[src/design/avmm_pkg.sv]
// Shared types, constants and helper functions for the averaging voltmeter.
package avmm_pkg;

    localparam int SAMPLES_PER_AVERAGE_DEF = 8;
    localparam int QUEUE_DEPTH             = 4;

    // Scaling of a raw reading: (s*33+511)/1023 by reciprocal multiply.
    localparam int SCALE_MUL   = 33;
    localparam int SCALE_RND   = 511;
    localparam int SCALE_DIV   = 1023;
    localparam int SCALE_SHIFT = 26;
    localparam int SCALE_RECIP = (2**SCALE_SHIFT + SCALE_DIV - 1) / SCALE_DIV;

    localparam int LEVEL_W = 6;

    localparam logic [1:0] OP_SAMPLE = 2'd0;
    localparam logic [1:0] OP_TICK   = 2'd1;
    localparam logic [1:0] OP_RX     = 2'd2;

    localparam logic [7:0] ASCII_UPPER_M = 8'h4D;
    localparam logic [7:0] ASCII_LOWER_M = 8'h6D;
    localparam logic [7:0] ASCII_V       = 8'h56;
    localparam logic [7:0] ASCII_A       = 8'h61;
    localparam logic [7:0] ASCII_X       = 8'h78;
    localparam logic [7:0] ASCII_I       = 8'h69;
    localparam logic [7:0] ASCII_N       = 8'h6E;
    localparam logic [7:0] ASCII_EQ      = 8'h3D;
    localparam logic [7:0] ASCII_DOT     = 8'h2E;
    localparam logic [7:0] ASCII_ZERO    = 8'h30;
    localparam logic [7:0] ASCII_NL      = 8'h0A;

    localparam logic [3:0] REP_LAST_IDX = 4'd9;

    localparam logic KIND_DISPLAY = 1'b0;
    localparam logic KIND_SERIAL  = 1'b1;

    typedef struct packed {
        logic [1:0] opcode;
        logic [9:0] sample;
        logic [7:0] rx_char;
    } t_in_item;

    typedef struct packed {
        logic       kind;
        logic [6:0] segments;
        logic       digit_select;
        logic [7:0] tx_byte;
        logic       last;
    } t_out_item;

    typedef enum logic [1:0] {
        CMD_SAMPLE = 2'd0,
        CMD_TICK   = 2'd1,
        CMD_MAX    = 2'd2,
        CMD_MIN    = 2'd3
    } t_cmd_code;

    typedef struct packed {
        t_cmd_code            code;
        logic [LEVEL_W-1:0]   scaled;
    } t_cmd_req;

    function automatic logic [6:0] seg_code(input logic [3:0] d);
        logic [6:0] s;
        case (d)
            4'h0: s = 7'h3F;
            4'h1: s = 7'h06;
            4'h2: s = 7'h5B;
            4'h3: s = 7'h4F;
            4'h4: s = 7'h66;
            4'h5: s = 7'h6D;
            4'h6: s = 7'h7D;
            4'h7: s = 7'h07;
            4'h8: s = 7'h7F;
            4'h9: s = 7'h6F;
            4'hA: s = 7'h77;
            4'hB: s = 7'h7C;
            4'hC: s = 7'h39;
            4'hD: s = 7'h5E;
            4'hE: s = 7'h79;
            default: s = 7'h71;
        endcase
        return s;
    endfunction

    function automatic logic [3:0] dec_tens(input logic [LEVEL_W-1:0] v);
        logic [3:0] t;
        if (v >= 6'd60)      t = 4'd6;
        else if (v >= 6'd50) t = 4'd5;
        else if (v >= 6'd40) t = 4'd4;
        else if (v >= 6'd30) t = 4'd3;
        else if (v >= 6'd20) t = 4'd2;
        else if (v >= 6'd10) t = 4'd1;
        else                 t = 4'd0;
        return t;
    endfunction

    function automatic logic [3:0] dec_units(input logic [LEVEL_W-1:0] v);
        logic [3:0] t;
        logic [5:0] u;
        t = dec_tens(v);
        u = v - 6'(t) * 6'd10;
        return u[3:0];
    endfunction

endpackage

[src/design/averaging_voltmeter_min_max_display.sv]
// Top level of the averaging voltmeter with min/max display and report.
//
// Input queue side: an item is taken when push is high and full is low.
// Opcode 0 carries a converter sample, 1 a display refresh tick, 2 a
// received character ('M' or 'm' request a max or min report).
// Result queue side: the oldest result shows while empty is low and is
// taken when pop is high. A tick gives one display result; a report gives
// ten serial bytes "VMax=d.dV\n" or "VMin=d.dV\n", last set on the final one.
// Samples and other characters give no result.
// Throughput: one item per cycle while full is low; the front end scales
// each sample with one reciprocal multiply and drops it in a four-entry
// command queue. A new average passes from the queue through the sum and
// pending registers into level, max and min; a tick or report right behind
// it waits while the average is pending. A tick result passes from the queue
// into the output register; a report sends one byte per cycle from its
// report state while the output is free, and while it runs a later tick or
// report holds the queue head and everything behind it waits.
// A stalled receiver holds the output register; the queue then fills and
// full rises. Reset clears the running sum, level and max, sets min to 63 and empties
// both queues.
module averaging_voltmeter_min_max_display import avmm_pkg::*; #(
    parameter int SAMPLES_PER_AVERAGE = SAMPLES_PER_AVERAGE_DEF
) (
    input  logic      i_clk,
    input  logic      i_rst_n,
    input  logic      push,
    output logic      full,
    input  t_in_item  i_in_item,
    output logic      empty,
    input  logic      pop,
    output t_out_item o_out_item
);

    logic     wr_en;
    t_cmd_req wr_req;
    logic     rd_en;
    t_cmd_req rd_req;
    logic     q_empty;
    logic     q_full;

    assign full = q_full;

    avmm_front u_front (
        .i_item   (i_in_item),
        .i_push   (push),
        .i_q_full (q_full),
        .o_wr_en  (wr_en),
        .o_wr_req (wr_req)
    );

    avmm_queue #(
        .DEPTH (QUEUE_DEPTH)
    ) u_queue (
        .i_clk     (i_clk),
        .i_rst_n   (i_rst_n),
        .i_wr_en   (wr_en),
        .i_wr_data (wr_req),
        .i_rd_en   (rd_en),
        .o_rd_data (rd_req),
        .o_empty   (q_empty),
        .o_full    (q_full)
    );

    avmm_back #(
        .SAMPLES_PER_AVERAGE (SAMPLES_PER_AVERAGE)
    ) u_back (
        .i_clk       (i_clk),
        .i_rst_n     (i_rst_n),
        .i_cmd       (rd_req),
        .i_cmd_empty (q_empty),
        .o_cmd_rd    (rd_en),
        .i_pop       (pop),
        .o_empty     (empty),
        .o_item      (o_out_item)
    );

endmodule

[src/design/avmm_front.sv]
// Front end: accepts items, classifies them and scales converter samples.
module avmm_front import avmm_pkg::*; (
    input  t_in_item i_item,
    input  logic     i_push,
    input  logic     i_q_full,
    output logic     o_wr_en,
    output t_cmd_req o_wr_req
);

    logic [15:0] numer;
    logic [32:0] prod;
    logic        is_max;
    logic        is_min;
    logic        keep;

    assign numer = ({6'd0, i_item.sample} << 5) + {6'd0, i_item.sample}
                 + 16'(SCALE_RND);
    assign prod  = 33'(numer) * 33'(SCALE_RECIP);

    assign is_max = (i_item.opcode == OP_RX) && (i_item.rx_char == ASCII_UPPER_M);
    assign is_min = (i_item.opcode == OP_RX) && (i_item.rx_char == ASCII_LOWER_M);

    always_comb begin
        keep            = 1'b0;
        o_wr_req.code   = CMD_SAMPLE;
        o_wr_req.scaled = prod[SCALE_SHIFT +: LEVEL_W];
        case (i_item.opcode)
            OP_SAMPLE: begin
                keep = 1'b1;
            end
            OP_TICK: begin
                keep          = 1'b1;
                o_wr_req.code = CMD_TICK;
            end
            OP_RX: begin
                keep          = is_max || is_min;
                o_wr_req.code = is_max ? CMD_MAX : CMD_MIN;
            end
            default: begin
                keep = 1'b0;
            end
        endcase
    end

    assign o_wr_en = i_push && !i_q_full && keep;

endmodule

[src/design/avmm_queue.sv]
// Short command queue between front and back end.
module avmm_queue import avmm_pkg::*; #(
    parameter int DEPTH = QUEUE_DEPTH
) (
    input  logic     i_clk,
    input  logic     i_rst_n,
    input  logic     i_wr_en,
    input  t_cmd_req i_wr_data,
    input  logic     i_rd_en,
    output t_cmd_req o_rd_data,
    output logic     o_empty,
    output logic     o_full
);

    localparam int PTR_W = (DEPTH > 1) ? $clog2(DEPTH) : 1;
    localparam int CNT_W = $clog2(DEPTH + 1);

    t_cmd_req           r_mem [DEPTH];
    logic [PTR_W-1:0]   r_wr_ptr;
    logic [PTR_W-1:0]   r_rd_ptr;
    logic [CNT_W-1:0]   r_count;
    logic [PTR_W-1:0]   n_wr_ptr;
    logic [PTR_W-1:0]   n_rd_ptr;

    assign o_empty   = (r_count == '0);
    assign o_full    = (r_count == CNT_W'(DEPTH));
    assign o_rd_data = r_mem[r_rd_ptr];

    assign n_wr_ptr = (r_wr_ptr == PTR_W'(DEPTH - 1)) ? '0 : r_wr_ptr + 1'b1;
    assign n_rd_ptr = (r_rd_ptr == PTR_W'(DEPTH - 1)) ? '0 : r_rd_ptr + 1'b1;

    always_ff @(posedge i_clk) begin
        if (!i_rst_n) begin
            r_wr_ptr <= '0;
            r_rd_ptr <= '0;
            r_count  <= '0;
        end else begin
            if (i_wr_en) r_wr_ptr <= n_wr_ptr;
            if (i_rd_en) r_rd_ptr <= n_rd_ptr;
            if (i_wr_en && !i_rd_en)      r_count <= r_count + 1'b1;
            else if (!i_wr_en && i_rd_en) r_count <= r_count - 1'b1;
        end
    end

    always_ff @(posedge i_clk) begin
        if (i_wr_en) r_mem[r_wr_ptr] <= i_wr_data;
    end

endmodule

[src/design/avmm_back.sv]
// Back end: averaging, min/max tracking, display digits and serial report.
module avmm_back import avmm_pkg::*; #(
    parameter int SAMPLES_PER_AVERAGE = SAMPLES_PER_AVERAGE_DEF
) (
    input  logic      i_clk,
    input  logic      i_rst_n,
    input  t_cmd_req  i_cmd,
    input  logic      i_cmd_empty,
    output logic      o_cmd_rd,
    input  logic      i_pop,
    output logic      o_empty,
    output t_out_item o_item
);

    localparam int CNT_W     = $clog2(SAMPLES_PER_AVERAGE);
    localparam int SUM_W     = $clog2(33 * SAMPLES_PER_AVERAGE + 1);
    localparam int AVG_SHIFT = SUM_W + $clog2(SAMPLES_PER_AVERAGE);
    localparam int AVG_MUL   = (2**AVG_SHIFT + SAMPLES_PER_AVERAGE - 1)
                               / SAMPLES_PER_AVERAGE;
    localparam int PROD_W    = 2 * SUM_W + 7;

    logic [CNT_W-1:0]   r_count;
    logic [SUM_W-1:0]   r_sum;
    logic [SUM_W-1:0]   r_avg_sum;
    logic               r_avg_pend;
    logic [LEVEL_W-1:0] r_level;
    logic [LEVEL_W-1:0] r_max;
    logic [LEVEL_W-1:0] r_min;
    logic               r_phase;
    logic               r_rep_active;
    logic               r_rep_max;
    logic [3:0]         r_rep_idx;
    logic [LEVEL_W-1:0] r_rep_val;
    logic               r_out_valid;
    t_out_item          r_out;

    logic [SUM_W-1:0]   sum_total;
    logic               wrap;
    logic [PROD_W-1:0]  avg_prod;
    logic [LEVEL_W-1:0] avg_level;
    logic               out_free;
    logic               take_sample;
    logic               take_other;
    logic               emit_tick;
    logic               emit_rep;
    logic [3:0]         disp_digit;
    logic [7:0]         rep_byte;
    t_out_item          n_out;

    assign sum_total = r_sum + SUM_W'(i_cmd.scaled);
    assign wrap      = (r_count == CNT_W'(SAMPLES_PER_AVERAGE - 1));
    assign avg_prod  = PROD_W'(r_avg_sum) * PROD_W'(AVG_MUL);
    assign avg_level = avg_prod[AVG_SHIFT +: LEVEL_W];

    assign out_free    = !r_out_valid || i_pop;
    assign take_sample = !i_cmd_empty && (i_cmd.code == CMD_SAMPLE);
    assign take_other  = !i_cmd_empty && (i_cmd.code != CMD_SAMPLE)
                       && !r_avg_pend && !r_rep_active && out_free;
    assign emit_tick   = take_other && (i_cmd.code == CMD_TICK);
    assign emit_rep    = r_rep_active && out_free;
    assign o_cmd_rd    = take_sample || take_other;

    assign disp_digit = r_phase ? dec_tens(r_level) : dec_units(r_level);

    always_comb begin
        case (r_rep_idx)
            4'd0:    rep_byte = ASCII_V;
            4'd1:    rep_byte = ASCII_UPPER_M;
            4'd2:    rep_byte = r_rep_max ? ASCII_A : ASCII_I;
            4'd3:    rep_byte = r_rep_max ? ASCII_X : ASCII_N;
            4'd4:    rep_byte = ASCII_EQ;
            4'd5:    rep_byte = ASCII_ZERO + {4'd0, dec_tens(r_rep_val)};
            4'd6:    rep_byte = ASCII_DOT;
            4'd7:    rep_byte = ASCII_ZERO + {4'd0, dec_units(r_rep_val)};
            4'd8:    rep_byte = ASCII_V;
            default: rep_byte = ASCII_NL;
        endcase
    end

    always_comb begin
        n_out = '0;
        if (emit_rep) begin
            n_out.kind    = KIND_SERIAL;
            n_out.tx_byte = rep_byte;
            n_out.last    = (r_rep_idx == REP_LAST_IDX);
        end else begin
            n_out.kind         = KIND_DISPLAY;
            n_out.segments     = seg_code(disp_digit);
            n_out.digit_select = r_phase;
            n_out.last         = 1'b1;
        end
    end

    always_ff @(posedge i_clk) begin
        if (!i_rst_n) begin
            r_count      <= '0;
            r_sum        <= '0;
            r_avg_pend   <= 1'b0;
            r_level      <= '0;
            r_max        <= '0;
            r_min        <= '1;
            r_phase      <= 1'b0;
            r_rep_active <= 1'b0;
            r_rep_idx    <= '0;
            r_out_valid  <= 1'b0;
        end else begin
            r_avg_pend <= take_sample && wrap;
            if (take_sample) begin
                if (wrap) begin
                    r_count <= '0;
                    r_sum   <= '0;
                end else begin
                    r_count <= r_count + 1'b1;
                    r_sum   <= sum_total;
                end
            end
            if (r_avg_pend) begin
                r_level <= avg_level;
                if (avg_level > r_max) r_max <= avg_level;
                if (avg_level < r_min) r_min <= avg_level;
            end
            if (emit_tick) r_phase <= !r_phase;
            if (take_other && (i_cmd.code == CMD_MAX || i_cmd.code == CMD_MIN)) begin
                r_rep_active <= 1'b1;
                r_rep_idx    <= '0;
            end else if (emit_rep) begin
                r_rep_idx    <= r_rep_idx + 1'b1;
                r_rep_active <= (r_rep_idx != REP_LAST_IDX);
            end
            if (emit_tick || emit_rep) r_out_valid <= 1'b1;
            else if (i_pop)            r_out_valid <= 1'b0;
        end
    end

    always_ff @(posedge i_clk) begin
        if (take_sample && wrap) r_avg_sum <= sum_total;
        if (take_other) begin
            r_rep_max <= (i_cmd.code == CMD_MAX);
            r_rep_val <= (i_cmd.code == CMD_MAX) ? r_max : r_min;
        end
        if (emit_tick || emit_rep) r_out <= n_out;
    end

    assign o_empty = !r_out_valid;
    assign o_item  = r_out;

endmodule
[config.mk]
export PLATFORM = sky130hd
export DESIGN_NAME = averaging_voltmeter_min_max_display
export DESIGN_NICKNAME = d
export VERILOG_FILES = /design/src/design/avmm_pkg.sv /design/src/design/averaging_voltmeter_min_max_display.sv /design/src/design/avmm_front.sv /design/src/design/avmm_queue.sv /design/src/design/avmm_back.sv
export SDC_FILE = /design/constraint.sdc
export NUM_CORES = 1
export LEC_CHECK = 0
export BUFFER_PORTS_ARGS = -buffer_cell sky130_fd_sc_hd__buf_2
export CAP_MARGIN = 5
export CORE_MARGIN = 2
export CORE_UTILIZATION = 50
export DETAILED_ROUTE_END_ITERATION = 8
export PLACE_DENSITY = 0.68
export SLEW_MARGIN = 25
export SYNTH_ARGS = -nofsm -noshare
export SYNTH_HDL_FRONTEND = slang
export SYNTH_SLANG_ARGS = --single-unit
[constraint.sdc]
create_clock -name i_clk -period 10.6 [get_ports i_clk]
set_input_delay 0.53 -clock i_clk [delete_from_list [all_inputs] [get_ports i_clk]]
set_output_delay 0.53 -clock i_clk [all_outputs]
set_load 0.01 [all_outputs]
Word level (Yosys, flattened, before mapping) --
Memories as Yosys holds them, arrays and structs flattened. A register that Yosys moved wholly into a read port is not among the register bits. Index checks and enable logic that the tools add are counted.
Cells by class: $add $sub $neg 13, multiply operators 3, order comparisons 14, eq/ne operators 21, mux-type cells 37, bitwise operators 1, reductions and logical operators 41
Operators with widths (number):
- $pmux W8 S8 | 1
- $mux W4 | 14
- $ge A6 B6 Y1 const B | 6
- $mul A16 B17 Y32 const B | 1
- $ge A6 B5 Y1 const B | 4
- $add A15 B10 Y16 | 1
- $add A16 B9 Y16 const B | 1
- $eq A4 B3 Y1 const B | 4
- $eq A8 B7 Y1 const B | 2
- $logic_and A1 B1 Y1 | 15
- $add A6 B4 Y7 const A | 2
- $ge A6 B4 Y1 const B | 2
- $eq A2 B2 Y1 const B | 5
- $mux W1 | 10
- $add A9 B6 Y9 | 1
- $mux W3 | 3
- $mux W9 | 1
- $eq A4 B2 Y1 const B | 2
- $eq A4 B4 Y1 const B | 2
- $logic_not A1 Y1 | 8
- $mul A4 B3 Y3 const B | 2
- $mux W2 | 4
- $reduce_bool A2 Y1 | 4
- $sub A4 B4 Y4 | 2
- 21 further kinds | 33
Word-level totals: flip-flop bits (word level) 72, RAM bits 32, ROM bits 112, input bits 24, output and inout port bits 20, memories kept 2
Memory list:
- (no name shown) | words 16, bits a word 7, read ports 1, clocked after memory_dff 1, write ports 0, RTL line avmm_pkg.sv:65 | case (d)
- u_queue.r_mem | words 4, bits a word 8, read ports 1, clocked after memory_dff 1, write ports 1, RTL line avmm_queue.sv:18 | t_cmd_req r_mem [DEPTH];

Depth between registers and ports, before layout --
Gate-level depths: netlist of run 1.
word-level depth 12, depth in mapped cells 24, gate-level depth less buffers 24

Hierarchy --
Synthesis of run 1 repeated with hierarchy kept, for this count alone.
Second synthesis, totals: cell total of the unflattened synthesis 715, area total of the unflattened synthesis 7369.6 um2
By module, submodules not included:
- avmm_back | times used 1, cells each 428, area an instance 4002.6 um2, sequential area each 1661.6 um2
- avmm_front | times used 1, cells each 201, area an instance 1751.7 um2, sequential area each 0.0 um2
- avmm_queue | times used 1, cells each 86, area an instance 1615.3 um2, sequential area each 1141.1 um2

Least setup slack after synthesis of run 1 --
No wires, ideal clock.
kind input -> register, start point input port i_in_item[8] in the netlist's numbering, end point memory u_queue.r_mem[0][3] in the netlist's numbering, data pin, setup time 0.190 ns, arrival time 5.241 ns, setup slack 5.169 ns, stages on the path 24, cells stage by stage inv_1 -> ha_1 -> inv_1 -> ha_1 -> a21o_2 -> nand2_1 -> a31oi_1 -> a221oi_1 -> nor3_1 -> and3_1 -> ha_1 -> ha_1 -> inv_1 -> fa_1 -> inv_1 -> ha_1 -> ha_1 -> nand4_1 -> o211ai_1 -> nor4_1 -> a211oi_4 -> nand4_1 -> or4_1 -> o211ai_1
RTL lines:
- start, declared | RTL line averaging_voltmeter_min_max_display.sv:28 | input t_in_item i_in_item,
- end, declared | RTL line avmm_queue.sv:18

==> results.sh, run 1 <==
export IMPL_synth_most_common_cell="ha_1"
export IMPL_critPathRequiredTime_ns=10.74
export IMPL_max_stage_delay_ns=0.53
export IMPL_synth_area_per_cell_um2=10.4
export IMPL_synth_area_leader_cell="edfxtp_1"
export IMPL_critPathMaxFanout=4
export IMPL_fp_dieH_um=126
export IMPL_hold_buffers=0
export IMPL_rows=44
export IMPL_avgRoutedWirePerCell_um=15.5
export IMPL_slew_headroom_pct=47.8
export IMPL_worstMarginPinSlew_ns=0.783
export IMPL_synth_ff_type="edfxtp_1"
export IMPL_rsz0062_at_grt="false"
export IMPL_routed_wl_mm=14.5
export IMPL_setup_viol=0
export IMPL_start_util_pct=51.0
export IMPL_drv_slew=0
export IMPL_drcViolationCount=0
export IMPL_htreeDepth=3
export IMPL_worstPathArrival_ns=5.90
export IMPL_dpl_cell_count=919
export IMPL_grt_usage_pct=19.2
export IMPL_antenna_found_initial=0
export IMPL_portBuffers=42
export IMPL_critPathCapture="u_queue.r_mem[0][3]$_DFFE_PP_"
export IMPL_root_buffer="clkbuf_16"
export IMPL_ys_async_sr_fraction_pct=0
export IMPL_fillers=1208
export IMPL_ys_types=70
export IMPL_viasPerCell=5.60
export IMPL_crit_start="i_in_item[8]"
export IMPL_startpoint_type="primary input"
export IMPL_drtPass1Iterations=4
export IMPL_critPathSlowestCell="fa_1"
export IMPL_skew_ns=0.00596
export IMPL_regToRegEndpoint="u_back.r_avg_sum[8]$_DFFE_PP_"
export IMPL_period_needed_ns=5.76
export IMPL_diodes=0
export IMPL_power_leakage_nw=3.45
export IMPL_clock_latency_ns=0.35
export IMPL_gr_total_overflow=0
export IMPL_max_freq_mhz=174
export IMPL_ios=44
export IMPL_hp_class="register to register"
export IMPL_numCtsBuffers=9
export IMPL_synth_cell_area_um2=7380
export IMPL_fin_tns_setup_ns=0
export IMPL_grt_pass1_wl_mm=24.7
export IMPL_path_clk_slew_ns=0.07
export IMPL_yosys_warnings=0
export IMPL_crit_path_end_kind="register"
export IMPL_cts_buffer_depth=2
export IMPL_drive_above_1_share_pct=10.4
export IMPL_drtIter0Drc=306
export IMPL_nNetsFinal=891
export IMPL_worst_r2r_setup_slack_ns=7.08
export IMPL_area_delta_synth_final_pct=8.81
export IMPL_vias=5233
export IMPL_critPathKind="primary input to register"
export IMPL_final_cells=935
export IMPL_period_share_pct=54.4
export IMPL_hpwl_mm=11.5
export IMPL_cts_setup_buffers=0
export IMPL_utilization_pct=55.5
export IMPL_synth_seq_cells=109
export IMPL_die_width_um=126
export IMPL_tritoncts="yes"
export IMPL_grt_max_degree=45
export IMPL_synthesis_instances=713
export IMPL_ant_nets=0
export IMPL_grt_pass1_vias=5179
export IMPL_synth_area_leaders="edfxtp_1, ha_1, dfxtp_1"
export IMPL_synthDominantCellAreaShare_pct=25.2
export IMPL_synth_common_cells="ha_1, inv_1, edfxtp_1, dfxtp_1, nand2_1"
export IMPL_ys_seq_area_share_pct=38.0
export IMPL_core_area_um2=14500
export IMPL_clock_sinks=109
export IMPL_postCtsResizedCells=0
export IMPL_status="finished, final reports clean"
export IMPL_place_congestion=0.856
export IMPL_ff2ff_path_depth=9
export IMPL_irDropWorstVdd_uv=102
export IMPL_hold_viol_final=0
export IMPL_synthesis_nets=858
export IMPL_synth_edf_count=62
export IMPL_die_area_um2=15800
export IMPL_drv_cap=0
export IMPL_crit_top_cell="ha_1"
export IMPL_powerDensity_nw_per_um2=195
## where the power goes
| group | internal, mW | total [mW] | switching, mW | leakage [nW] |
|---|---|---|---|---|
| clock | 0.187 | 0.329 | 0.142 | 0.142 |
| sequential | 0.548 | 0.600 | 0.0512 | 0.947 |
| combinational | 0.265 | 0.637 | 0.372 | 2.36 |
| total | 1.00 | 1.57 | 0.565 | 3.45 |
## per-layer routing
metal	part of all wire [%]	vias up	global-route usage, %
met5	0	-	0
li1	-	2644	-
met2	48	86	32.4
met3	3.5	21	3.94
met1	47	2482	24.9
met4	1.7	0	5.95
## stage by stage
| step | instance area (um2) | hold slack (ns) | total power, mW | worst slack, ns |
|---|---|---|---|---|
| after floorplan | 7380 | 0.445 | 1.07 | 5.17 |
| after global placement | 7740 | 0.455 | 1.21 | 4.71 |
| after detailed placement | 7740 | 0.465 | 1.24 | 4.48 |
| after CTS | 8030 | 0.475 | 1.58 | 4.86 |
| after global routing | 8030 | 0.484 | 1.69 | 4.41 |
| final | 8030 | 0.473 | 1.57 | 4.84 |
## worst max-delay path: cells and delay by family
family / cells / cell delay [ns]
adder cells (fa/ha/maj): 7 / 2.04
AND/OR/NAND/NOR: 7 / 1.40
AO/OA/AOI/OAI: 6 / 1.61
buffers and inverters: 5 / 0.32
## worst min path at each step
| stage | from | end | slack, ns | cells after the start |
|---|---|---|---|---|
| finish | u_back.r_sum[3]$_SDFFE_PN0P_ | u_back.r_sum[3]$_SDFFE_PN0P_ | 0.47 | 2 |
| global route | u_back.r_sum[3]$_SDFFE_PN0P_ | u_back.r_sum[3]$_SDFFE_PN0P_ | 0.48 | 2 |
| CTS | u_back.r_sum[3]$_SDFFE_PN0P_ | u_back.r_sum[3]$_SDFFE_PN0P_ | 0.47 | 2 |
| detailed placement | u_back.r_sum[3]$_SDFFE_PN0P_ | u_back.r_sum[3]$_SDFFE_PN0P_ | 0.47 | 2 |
| global placement | u_back.r_sum[4]$_SDFFE_PN0P_ | u_back.r_sum[4]$_SDFFE_PN0P_ | 0.45 | 2 |
| floorplan | u_back.r_sum[3]$_SDFFE_PN0P_ | u_back.r_sum[3]$_SDFFE_PN0P_ | 0.44 | 2 |
## cells in the final DEF, fill, tap and decap left out, types with 21 or more instances in the layout
master      n
buf_2      42
nor2_1     40
inv_1      66
a21oi_1    35
edfxtp_1   62
o21ai_0    21
nand2_1    42
ha_1      115
xnor2_1    22
dfxtp_1    47
nor2b_1    32
## cell families after synthesis
logic type,after synthesis,share of synthesized area [%]
other,1,0.0508
xor gates and xnor gates,28,3.32
DFF,109,38.0
AOI/OAI and AO/OA,149,13.9
and+or+nand+nor,187,13.4
muxes,30,5.52
buffers and inverters,87,4.58
adders and majority gates,122,21.3
## cell type report
class	instances	area [um2]	share of cell area [%]
Timing Repair Buffer	43	218	2.71
Sequential cell	109	2800	34.9
Multi-Input combinational cell	517	4240	52.8
Inverter	66	248	3.08
Clock buffer	16	293	3.64
Tap cell	184	230	2.87
## flip-flops by register name (all words and copies together) (netlist names), 2 cells and up, named ones only
| signal | count |
|---|---|
| u_back.r_rep_val | 6 |
| u_back.r_rep_idx | 4 |
| u_queue.r_mem | 32 |
| u_back.r_max | 6 |
| u_back.r_sum | 9 |
| u_back.r_avg_sum | 6 |
| u_back.o_item | 17 |
| u_back.r_level | 6 |
| u_back.r_min | 6 |
| u_queue.r_rd_ptr | 2 |
| u_queue.r_wr_ptr | 2 |
| u_back.r_count | 3 |
| u_queue.r_count | 3 |
Note: power is estimated with default switching activity, not from simulation.
==> run 2: changes to the inputs <==
PLACE_DENSITY = 0.7   (was 0.68)
clock period = 4.7 ns   (was 10.6 ns; I/O delays follow)
==> results.sh, run 2 (synthesis gave the netlist of run 1 again) <==
export IMPL_status="finished, final reports clean"
export IMPL_drtPass1Iterations=5
export IMPL_skew_ns=0.00948
export IMPL_critPathMaxFanout=4
export IMPL_area_delta_synth_final_pct=21.7
export IMPL_clock_latency_ns=0.35
export IMPL_viasPerCell=5.64
export IMPL_antenna_found_initial=0
export IMPL_vias=5602
export IMPL_gr_total_overflow=0
export IMPL_grt_usage_pct=20.8
export IMPL_worstMarginPinSlew_ns=0.826
export IMPL_dpl_cell_count=967
export IMPL_ff2ff_path_depth=9
export IMPL_htreeDepth=3
export IMPL_hpwl_mm=12.5
export IMPL_setup_viol=0
export IMPL_routed_wl_mm=16.2
export IMPL_place_congestion=0.864
export IMPL_multi_input_area_um2=4670
export IMPL_hp_class="primary input to register"
export IMPL_drive_above_1_share_pct=23.9
export IMPL_design_area_um2=8990
export IMPL_startpoint_type="primary input"
export IMPL_ios=44
export IMPL_final_cells=993
export IMPL_tritoncts="yes"
export IMPL_avgRoutedWirePerCell_um=16.3
export IMPL_hold_viol_final=0
export IMPL_path_clk_slew_ns=0.07
export IMPL_diodes=0
export IMPL_numCtsBuffers=9
export IMPL_die_width_um=126
export IMPL_crit_path_end_kind="register"
export IMPL_core_area_um2=14500
export IMPL_fillers=1140
export IMPL_worst_r2r_setup_slack_ns=1.18
export IMPL_cts_buffer_depth=2
export IMPL_start_util_pct=51.0
export IMPL_clock_sinks=109
export IMPL_crit_start="i_in_item[10]"
export IMPL_grt_pass1_vias=5588
export IMPL_root_buffer="clkbuf_16"
export IMPL_ant_nets=0
export IMPL_period_needed_ns=4.66
export IMPL_regMostFlops="u_queue.r_mem"
export IMPL_critPathKind="primary input to register"
export IMPL_period_share_pct=99.1
export IMPL_placed_area_um2=8340
export IMPL_path_cells="buf_8 > inv_6 > ha_4 > a211o_1 > a2111oi_4 > nor3_2 > o31ai_1 > xnor2_1 > ha_2 > ha_4 > inv_2 > fa_1 > inv_1 > ha_2 > ha_4 > nand4_1 > o211ai_1 > buf_4 > nor4_4 > a211oi_4 > nand4_1 > or4_1 > o211ai_1"
export IMPL_drv_cap=0
export IMPL_drtIter0Drc=435
export IMPL_layout_commonest_cell="ha_1"
export IMPL_crit_top_cell="ha_4"
export IMPL_power_leakage_nw=3.79
export IMPL_largest_reg_flops=32
export IMPL_grt_pass1_wl_mm=26.8
export IMPL_utilization_pct=62.1
export IMPL_fp_dieH_um=126
export IMPL_critPathRequiredTime_ns=4.85
export IMPL_critPathSlowestCell="fa_1"
export IMPL_rsz0062_at_grt="true"
export IMPL_irDropWorstVdd_uv=223
export IMPL_critPathCapture="u_queue.r_mem[3][3]$_DFFE_PP_"
export IMPL_worstPathArrival_ns=4.81
export IMPL_regToRegEndpoint="u_back.r_avg_sum[8]$_DFFE_PP_"
export IMPL_slew_headroom_pct=44.9
export IMPL_portBuffers=42
export IMPL_holdWs_ns=0.268
export IMPL_powerDensity_nw_per_um2=423
export IMPL_grt_max_degree=45
export IMPL_seq_area_um2=2800
export IMPL_drcViolationCount=0
export IMPL_max_freq_mhz=215
export IMPL_drv_slew=0
export IMPL_rows=44
export IMPL_die_area_um2=15800
export IMPL_nNetsFinal=949
export IMPL_final_cell_mix="ha_1, edfxtp_1, buf_4"
export IMPL_max_stage_delay_ns=0.46
-- run 2: cell count changes in the layout (fill, tap and decap cells not counted), sizes merged --
cell and change:
bufinv +1, clkinvlp +1, buf +58, clkbuf -6, clkinv +4
-- run 2: metal layers --
| layer | wire [um] | GRT usage, % | share of wire [%] |
|---|---|---|---|
| met1 | 7290 | 27.0 | 45 |
| met2 | 8110 | 35.8 | 50 |
| met3 | 578 | 3.81 | 3.6 |
| met4 | 231 | 5.88 | 1.4 |
| met5 | 0 | 0 | 0 |
-- run 2: where the power goes --
group	internal [mW]	switching, mW	leakage [nW]
registers	1.24	0.119	0.947
logic	0.748	0.947	2.70
clock network	0.413	0.342	0.140
total	2.40	1.41	3.79
-- run 2: final cells by class --
cell class | instances | area share [%]
tap | 184 | 2.56
timing repair buffer | 101 | 8.03
multi-input combinational | 517 | 51.9
clock buffer | 10 | 2.55
sequential | 109 | 31.2
clock inverter | 6 | 0.710
inverter | 66 | 3.04
-- run 2: critical path, delay by kind of cell --
kind,cells,cell delay (ns)
adders and majority gates,6,1.43
xor gates and xnor gates,1,0.19
buffers and inverters,5,0.42
and+or+nand+nor,5,0.86
AOI/OAI and AO/OA,6,1.67
-- run 2: per-stage QoR --
step	TNS, ns	total power, mW	worst slack (ns)
5_1_grt	-1.38	4.08	-0.189
3_5_place_dp	-10.79	2.97	-0.629
4_1_cts	-0.0163	3.77	-0.00691
3_3_place_gp	-7.99	2.88	-0.505
6_report	0	3.81	0.0420
2_1_floorplan	-0.684	2.47	-0.171
-- run 2: repair_timing --
item,CTS,global route
setup endpoints to repair,20,24
gates resized for setup,19,29
hold buffers,0,0
buffers inserted,6,6
pin swaps,21,23
-- run 2: how the worst min path moves through the flow --
stage / cells after the start / to / startpoint
global route: 3 / u_back.r_out_valid$_SDFFE_PN0P_ / pop
detailed placement: 2 / u_back.r_sum[4]$_SDFFE_PN0P_ / u_back.r_sum[4]$_SDFFE_PN0P_
finish: 3 / u_back.r_out_valid$_SDFFE_PN0P_ / pop
global placement: 2 / u_back.r_sum[3]$_SDFFE_PN0P_ / u_back.r_sum[3]$_SDFFE_PN0P_
floorplan: 2 / u_back.r_sum[3]$_SDFFE_PN0P_ / u_back.r_sum[3]$_SDFFE_PN0P_
CTS: 3 / u_back.r_out_valid$_SDFFE_PN0P_ / pop
